===== config.mk =====
export PLATFORM = sky130hd
export DESIGN_NAME = divider_64bit_signed_unsigned_top_flat
export DESIGN_NICKNAME = d
export VERILOG_FILES = /design/src/hdl/div64_pkg.sv /design/src/hdl/div64_req_if.sv /design/src/hdl/div64_rsp_if.sv /design/src/hdl/divider_64bit_signed_unsigned_top.sv /design/src/hdl/div64_ctrl.sv /design/src/hdl/div64_dp.sv /design/src/flat_wrapper.sv
export SDC_FILE = /design/constraint.sdc
export NUM_CORES = 1
export LEC_CHECK = 0
export ABC_AREA = 1
export BUFFER_PORTS_ARGS = -buffer_cell sky130_fd_sc_hd__buf_4
export CORE_MARGIN = 10
export CORE_UTILIZATION = 32
export DETAILED_ROUTE_END_ITERATION = 8
export GPL_TIMING_DRIVEN = 0
export PLACE_DENSITY = 0.56
export SLEW_MARGIN = 20
export SYNTH_ARGS = -nofsm -noshare
export SYNTH_HDL_FRONTEND = slang
export SYNTH_HIERARCHICAL = 1
export SYNTH_SLANG_ARGS = --single-unit

===== constraint.sdc =====
create_clock -name clk -period 9.64 [get_ports clk]
set_input_delay 1.928 -clock clk [delete_from_list [all_inputs] [get_ports clk]]
set_output_delay 1.928 -clock clk [all_outputs]
set_load 0.005 [all_outputs]

===== src/hdl/div64_pkg.sv =====
`timescale 1ns / 1ps

package div64_pkg;

  localparam int FIELD_W          = 64;
  localparam int OP_W             = 2;
  localparam int DATA_WIDTH_DEF   = 64;

  localparam logic [OP_W-1:0] OP_UQUO = 2'd0;
  localparam logic [OP_W-1:0] OP_UREM = 2'd1;
  localparam logic [OP_W-1:0] OP_SQUO = 2'd2;
  localparam logic [OP_W-1:0] OP_SREM = 2'd3;

  typedef struct packed {
    logic load;
    logic step;
    logic finish;
  } div64_cmd_t;

endpackage


===== src/hdl/div64_req_if.sv =====
`timescale 1ns / 1ps

interface div64_req_if import div64_pkg::*; ();
  logic               valid;
  logic               ready;
  logic [OP_W-1:0]    op;
  logic [FIELD_W-1:0] dividend;
  logic [FIELD_W-1:0] divisor;

  modport source (output valid, op, dividend, divisor, input ready);
  modport sink (input valid, op, dividend, divisor, output ready);
endinterface


===== src/hdl/div64_rsp_if.sv =====
`timescale 1ns / 1ps

interface div64_rsp_if import div64_pkg::*; ();
  logic               valid;
  logic               ready;
  logic [FIELD_W-1:0] result;
  logic               divide_by_zero;

  modport source (output valid, result, divide_by_zero, input ready);
  modport sink (input valid, result, divide_by_zero, output ready);
endinterface


===== src/hdl/divider_64bit_signed_unsigned_top.sv =====
`timescale 1ns / 1ps
// Integer divider: unsigned/signed quotient and remainder, DATA_WIDTH bits.
// Request channel (req): op, dividend, divisor; taken on valid && ready.
// Response channel (rsp): result, divide_by_zero; taken on valid && ready.
// op: 0 unsigned quotient, 1 unsigned remainder, 2 signed quotient,
// 3 signed remainder. Signed quotients truncate toward zero; the most
// negative value divided by -1 wraps. Division by zero returns the fixed
// values (1, 0, +1/-1 by dividend sign, dividend) and raises divide_by_zero.
// Operand bits above DATA_WIDTH are ignored; result bits above it are zero.
// Sequence: operand magnitudes load on the accepting edge, then DATA_WIDTH
// restoring shift-subtract steps run, then one sign-fix step registers the
// result. One request is in work at a time: req.ready is high only while
// the controller is idle, so the next request is taken only after the
// sign-fix step, and the single shared subtract unit sets the pace.
// A finished response sits in an output register; the next request is taken
// meanwhile. If the receiver stalls, the following result waits in the
// sign-fix step until the output register frees.
// Reset (synchronous rst) empties the controller and the output register.

module divider_64bit_signed_unsigned_top import div64_pkg::*; #(
  parameter int DATA_WIDTH = DATA_WIDTH_DEF
) (
  input logic         clk,
  input logic         rst,
  div64_req_if.sink   req,
  div64_rsp_if.source rsp
);

  div64_cmd_t cmd;

  div64_ctrl #(
    .DATA_WIDTH(DATA_WIDTH)
  ) u_ctrl (
    .clk       (clk),
    .rst       (rst),
    .req_valid (req.valid),
    .req_ready (req.ready),
    .rsp_valid (rsp.valid),
    .rsp_ready (rsp.ready),
    .cmd       (cmd)
  );

  div64_dp #(
    .DATA_WIDTH(DATA_WIDTH)
  ) u_dp (
    .clk            (clk),
    .cmd            (cmd),
    .op             (req.op),
    .dividend       (req.dividend),
    .divisor        (req.divisor),
    .result         (rsp.result),
    .divide_by_zero (rsp.divide_by_zero)
  );

endmodule


===== src/hdl/div64_ctrl.sv =====
`timescale 1ns / 1ps

module div64_ctrl import div64_pkg::*; #(
  parameter int DATA_WIDTH = DATA_WIDTH_DEF
) (
  input  logic       clk,
  input  logic       rst,
  input  logic       req_valid,
  output logic       req_ready,
  output logic       rsp_valid,
  input  logic       rsp_ready,
  output div64_cmd_t cmd
);

  localparam int CNT_W = $clog2(DATA_WIDTH);
  localparam logic [CNT_W-1:0] LAST = CNT_W'(DATA_WIDTH - 1);

  localparam logic [1:0] S_IDLE = 2'd0;
  localparam logic [1:0] S_RUN  = 2'd1;
  localparam logic [1:0] S_FIX  = 2'd2;

  logic [1:0]       state;
  logic [1:0]       state_next;
  logic [CNT_W-1:0] count;
  logic [CNT_W-1:0] count_next;
  logic             out_valid;
  logic             out_valid_next;

  assign req_ready = (state == S_IDLE);
  assign rsp_valid = out_valid;

  always_comb begin
    state_next = state;
    count_next = count;
    cmd        = '0;
    unique case (state)
      S_IDLE: begin
        if (req_valid) begin
          cmd.load   = 1'b1;
          count_next = '0;
          state_next = S_RUN;
        end
      end
      S_RUN: begin
        cmd.step = 1'b1;
        if (count == LAST) begin
          state_next = S_FIX;
        end else begin
          count_next = count + CNT_W'(1);
        end
      end
      S_FIX: begin
        if (!out_valid || rsp_ready) begin
          cmd.finish = 1'b1;
          state_next = S_IDLE;
        end
      end
      default: begin
        state_next = S_IDLE;
      end
    endcase
    out_valid_next = cmd.finish | (out_valid & ~rsp_ready);
  end

  always_ff @(posedge clk) begin
    if (rst) begin
      state     <= S_IDLE;
      count     <= '0;
      out_valid <= 1'b0;
    end else begin
      state     <= state_next;
      count     <= count_next;
      out_valid <= out_valid_next;
    end
  end

endmodule


===== src/hdl/div64_dp.sv =====
`timescale 1ns / 1ps

module div64_dp import div64_pkg::*; #(
  parameter int DATA_WIDTH = DATA_WIDTH_DEF
) (
  input  logic               clk,
  input  div64_cmd_t         cmd,
  input  logic [OP_W-1:0]    op,
  input  logic [FIELD_W-1:0] dividend,
  input  logic [FIELD_W-1:0] divisor,
  output logic [FIELD_W-1:0] result,
  output logic               divide_by_zero
);

  localparam int W = DATA_WIDTH;

  logic [OP_W-1:0] op_r;
  logic            nneg;
  logic            dneg;
  logic            zero;
  logic [W-1:0]    quo;
  logic [W-1:0]    rem;
  logic [W-1:0]    den;
  logic [W-1:0]    res;
  logic            dbz;

  logic [W-1:0]    n_in;
  logic [W-1:0]    d_in;
  logic            signed_op;
  logic            n_sign;
  logic            d_sign;
  logic [W:0]      rem_sh;
  logic [W+1:0]    diff;
  logic            ge;
  logic [W-1:0]    mag;
  logic            neg;
  logic [W-1:0]    res_next;

  assign n_in      = dividend[W-1:0];
  assign d_in      = divisor[W-1:0];
  assign signed_op = op[1];
  assign n_sign    = signed_op & n_in[W-1];
  assign d_sign    = signed_op & d_in[W-1];

  assign rem_sh = {rem, quo[W-1]};
  assign diff   = {1'b0, rem_sh} - {2'b00, den};
  assign ge     = ~diff[W+1];

  always_comb begin
    if (op_r[0]) begin
      mag = rem;
    end else if (zero) begin
      mag = W'(1);
    end else begin
      mag = quo;
    end
    neg = op_r[1] & (op_r[0] ? nneg : (nneg ^ dneg));
    if (op_r == OP_UREM && zero) begin
      res_next = '0;
    end else if (neg) begin
      res_next = ~mag + W'(1);
    end else begin
      res_next = mag;
    end
  end

  always_ff @(posedge clk) begin
    if (cmd.load) begin
      op_r <= op;
      nneg <= n_sign;
      dneg <= d_sign;
      zero <= (d_in == '0);
      quo  <= n_sign ? (~n_in + W'(1)) : n_in;
      den  <= d_sign ? (~d_in + W'(1)) : d_in;
      rem  <= '0;
    end else if (cmd.step) begin
      quo <= {quo[W-2:0], ge};
      rem <= ge ? diff[W-1:0] : rem_sh[W-1:0];
    end
    if (cmd.finish) begin
      res <= res_next;
      dbz <= zero;
    end
  end

  assign result         = FIELD_W'(res);
  assign divide_by_zero = dbz;

endmodule

===== src/flat_wrapper.sv =====
// flat-port wrapper written by rule: the top's interface ports become plain ports
module divider_64bit_signed_unsigned_top_flat import div64_pkg::*;
#(
  parameter int DATA_WIDTH = DATA_WIDTH_DEF
)
  (clk, rst, req_valid, req_op, req_dividend, req_divisor, req_ready, rsp_valid, rsp_result, rsp_divide_by_zero, rsp_ready);
  div64_req_if req_i ();
  div64_rsp_if rsp_i ();
  input logic clk;
  input logic rst;
  input wire logic [$bits(req_i.valid)-1:0] req_valid;
  input wire logic [$bits(req_i.op)-1:0] req_op;
  input wire logic [$bits(req_i.dividend)-1:0] req_dividend;
  input wire logic [$bits(req_i.divisor)-1:0] req_divisor;
  output wire logic [$bits(req_i.ready)-1:0] req_ready;
  output wire logic [$bits(rsp_i.valid)-1:0] rsp_valid;
  output wire logic [$bits(rsp_i.result)-1:0] rsp_result;
  output wire logic [$bits(rsp_i.divide_by_zero)-1:0] rsp_divide_by_zero;
  input wire logic [$bits(rsp_i.ready)-1:0] rsp_ready;
  assign req_i.valid = req_valid;
  assign req_i.op = req_op;
  assign req_i.dividend = req_dividend;
  assign req_i.divisor = req_divisor;
  assign req_ready = req_i.ready;
  assign rsp_valid = rsp_i.valid;
  assign rsp_result = rsp_i.result;
  assign rsp_divide_by_zero = rsp_i.divide_by_zero;
  assign rsp_i.ready = rsp_ready;
  divider_64bit_signed_unsigned_top #(.DATA_WIDTH(DATA_WIDTH)) u_core (.clk(clk), .rst(rst), .req(req_i), .rsp(rsp_i));
endmodule

==> metrics <==
WL/cell=19.9 microns; met2 wire length=45,400 microns; synth cell count leaders=sky130_fd_sc_hd__nand2_1, sky130_fd_sc_hd__inv_1, sky130_fd_sc_hd__nor2_1; result of the run=finished clean; maximum clock insertion buffer count=3; power share of the clock group=33.2%; Core Rows=100; worst vdd ir=131 uV; number of I/O port buffers=200; combined area of the multi-input logic cells=0.0136 sq mm; remaining routing DRC violations=0; core occupancy in the finished layout=37.4%; Crit Path Category=primary input to flop; Syn. warnings=6; clk slew on worst S/H paths=60 ps; via count of the first global-routing pass=23,500; Data required, critical path=9970 ps; total standard cell area after synthesis=0.0239 sq mm; nature of the critical path endpoint=flop; IO Pins=201; gr ovfl total=0; clock buffers created by TritonCTS=31; net count of the finished layout=4,285; distinct cell type count of the synthesized netlist=52; routed length on met1=44,900 microns; max-slew violation count=0; type of the most critical hold path=flop to flop; Highest Signal Layer=met5; total core area=0.0742 sq mm; minimum setup slack in the final design=5320 ps; critical path data arrival time=4650 ps; maximum clock rate=232 MHz; cell-by-cell listing of the critical path=buf_4 > nand2_1 > inv_4 > clkbuf_1 > nor2_1 > inv_1 > clkbuf_4 > buf_12; Synthesized Nets=4,042; final hold slack=493 ps; setup tns final=0 ps; number of DRC violations after detailed-routing iteration 0=2,424; type of origin of the critical path=primary input; Post-Synthesis Mean Instance Area=6.22 sq um; maximum cell stage delay along the critical path=820 ps; async set-reset flop share out of synthesis=0%; initial standard-cell utilization of the core=32.2%; dominant cell type by area after synthesis=sky130_fd_sc_hd__edfxtp_1; buffers and inverters on the worst path=6; last weighted congestion value of the routability-driven placer=0.984; via count=25,300; pin count of the biggest net entering global routing=60; CTS Root Cell=sky130_fd_sc_hd__clkbuf_16; cell class contributing the biggest share of worst-path delay=buffers and inverters; filler instances=8,243; Placed Cells incl. Taps=5,018; slew at the pin with the worst max-slew slack=1270 ps; Setup-failing EPs final=0; Combinational Power Share=26.6%; Sw Pwr=0.00123 W; post-place setup slack=4760 ps; post-route non-filler standard cell count=5,077; unrepaired setup endpoints after global routing=no; height of the chip=293 microns; global-route total usage across every layer=22.6%; leading register cell type out of synthesis=sky130_fd_sc_hd__edfxtp_1; Post-synth EDFFs=198; Leakage Power=13.6 nW; power per standard cell area=130 mW/mm^2; R2R Path Start=u_core/u_ctrl/state[0]; fraction of power spent switching nets=34.0%; number of H-tree branching levels=1; Worst-Skew Late Latency=600 ps; post-route clock period utilization=44.8%; count of antenna-violating nets left after detailed routing=0; slew margin rel.=14.2%; post-synth top area share=24.9%; sequential power share=40.2%; library cell contributing the largest single delay on the critical path=sky130_fd_sc_hd__nor2_1; Seq/Total Area, Yosys=31.0%; final setup skew=19.8 ps; Worst Hold Launch=u_core/u_dp/rem[62]; post-cts repair resize count=0; Storage cell area=0.00741 sq mm; ratio of cells with drive above 1 in the final layout=9.67%; max-cap viol count=0; Area Overhead vs Synth=16.2%; total routed wirelength=101,000 microns; antenna violations before repair=3; minimum period implied by the final worst setup slack=4320 ps; number of optimization iterations in the first detailed-route pass=6; number of post-CTS setup repair buffers=0; register bit total from synthesis=271; vias per cell=4.99; highest fanout seen on the critical path=38; number of hold buffers added after cts=0; P_int=0.00238 W; startpoint of the worst setup timing path=req_valid; dpl hpwl=86,100 microns; TritonCTS clock tree=done; clock sink count=271; first-pass GRT wire length=147,000 microns; routed wire length on met3=8080 microns; most frequent cell after synthesis=sky130_fd_sc_hd__nand2_1; number of instances in the synthesized netlist=3,839; DIE AREA=0.0860 sq mm; Final Hold Viols=0; leading post-synthesis cells by cell area=sky130_fd_sc_hd__edfxtp_1, sky130_fd_sc_hd__nand2_1, sky130_fd_sc_hd__inv_1, sky130_fd_sc_hd__nor2_1, sky130_fd_sc_hd__dfxtp_1; Die Span X=293 microns
layout by cell type (no fill, tap or decap), drive strengths merged, types with 7 or more instances in the layout:
cell / Yosys / routed
o21bai: 7 / 7
xnor2: 54 / 54
a21oi: 125 / 125
clkbuf: 43 / 81
nand3b: 52 / 52
dfxtp: 73 / 73
nand3: 274 / 274
and2: 7 / 7
nand4: 64 / 64
o21ai: 199 / 199
nand2: 1346 / 1346
buf: 49 / 259
edfxtp: 198 / 198
nor2: 468 / 468
nor3: 49 / 49
a31oi: 16 / 16
xor2: 76 / 76
ha: 68 / 68
clkinv: 1 / 13
or2: 9 / 9
inv: 624 / 626
a21boi: 8 / 8
nor4: 12 / 12
path summary, 6_finish.rpt:
kind / endpoint / slack, ps / cells after the start
worst min-delay path: u_core/u_dp/rem[62] / 490 / 2
worst max register to register: u_core/u_dp/quo[59] / 6290 / 8
worst max-delay path: u_core/u_dp/quo[60] / 5320 / 8
worst min register to register: u_core/u_dp/rem[62] / 490 / 2
tightest hold or removal path, stage by stage (launching register included):
cell                      delay [ps]
sky130_fd_sc_hd__dfxtp_1         330
sky130_fd_sc_hd__nand2_1          70
sky130_fd_sc_hd__nand2_1          40
power by group through the flow:
stage               Sequential [W]  Clock, W  Combinational, W
global route               0.00146   0.00127           0.00106
global placement           0.00148         0          0.000933
detailed placement         0.00147         0          0.000945
CTS                        0.00145   0.00123          0.000948
finish                     0.00145   0.00120          0.000958
floorplan                  0.00145         0          0.000580
flip-flops by register name, summed over array words and instances (netlist names), 2 cells and up:
signal / cells
u_core/u_ctrl/state: 2
u_core/u_dp/den: 64
u_core/u_dp/result: 64
u_core/u_dp/rem: 64
u_core/u_ctrl/count: 6
u_core/u_dp/op_r: 2
u_core/u_dp/quo: 64
kinds of logic after synthesis:
family                     after synthesis  share of synthesized area, %
and+or+nand+nor                       2287                          40.4
buffers and inverters                  717                          11.9
AOI/OAI and AO/OA                      365                          8.33
DFF                                    271                          31.0
xor gates and xnor gates               130                          4.77
adders and majority gates               69                          3.65
through the flow:
step / total power [W] / instance area (sq um)
after global placement: 0.00241 / 26600
after floorplan: 0.00203 / 23900
after CTS: 0.00363 / 27700
final: 0.00360 / 27700
after global routing: 0.00378 / 27700
after detailed placement: 0.00242 / 26700
metal layers:
| layer | track usage, % | up-vias |
|---|---|---|
| met5 | 0 | - |
| met4 | 5.29 | 4 |
| met3 | 3.71 | 107 |
| met2 | 36.8 | 893 |
| met1 | 30.9 | 11700 |
| li1 | - | 12600 |
layout make-up:
type	count	share of cell area, %
Multi-Input combinational cell	2851	49.2
Sequential cell	271	26.7
Inverter	625	8.47
Timing Repair Buffer	210	5.80
Tap cell	969	4.37
Clock buffer	38	3.00
Buffer	92	1.78
Clock inverter	20	0.681
Antenna cell	1	0.00902
(Power assumes the default switching activity.)
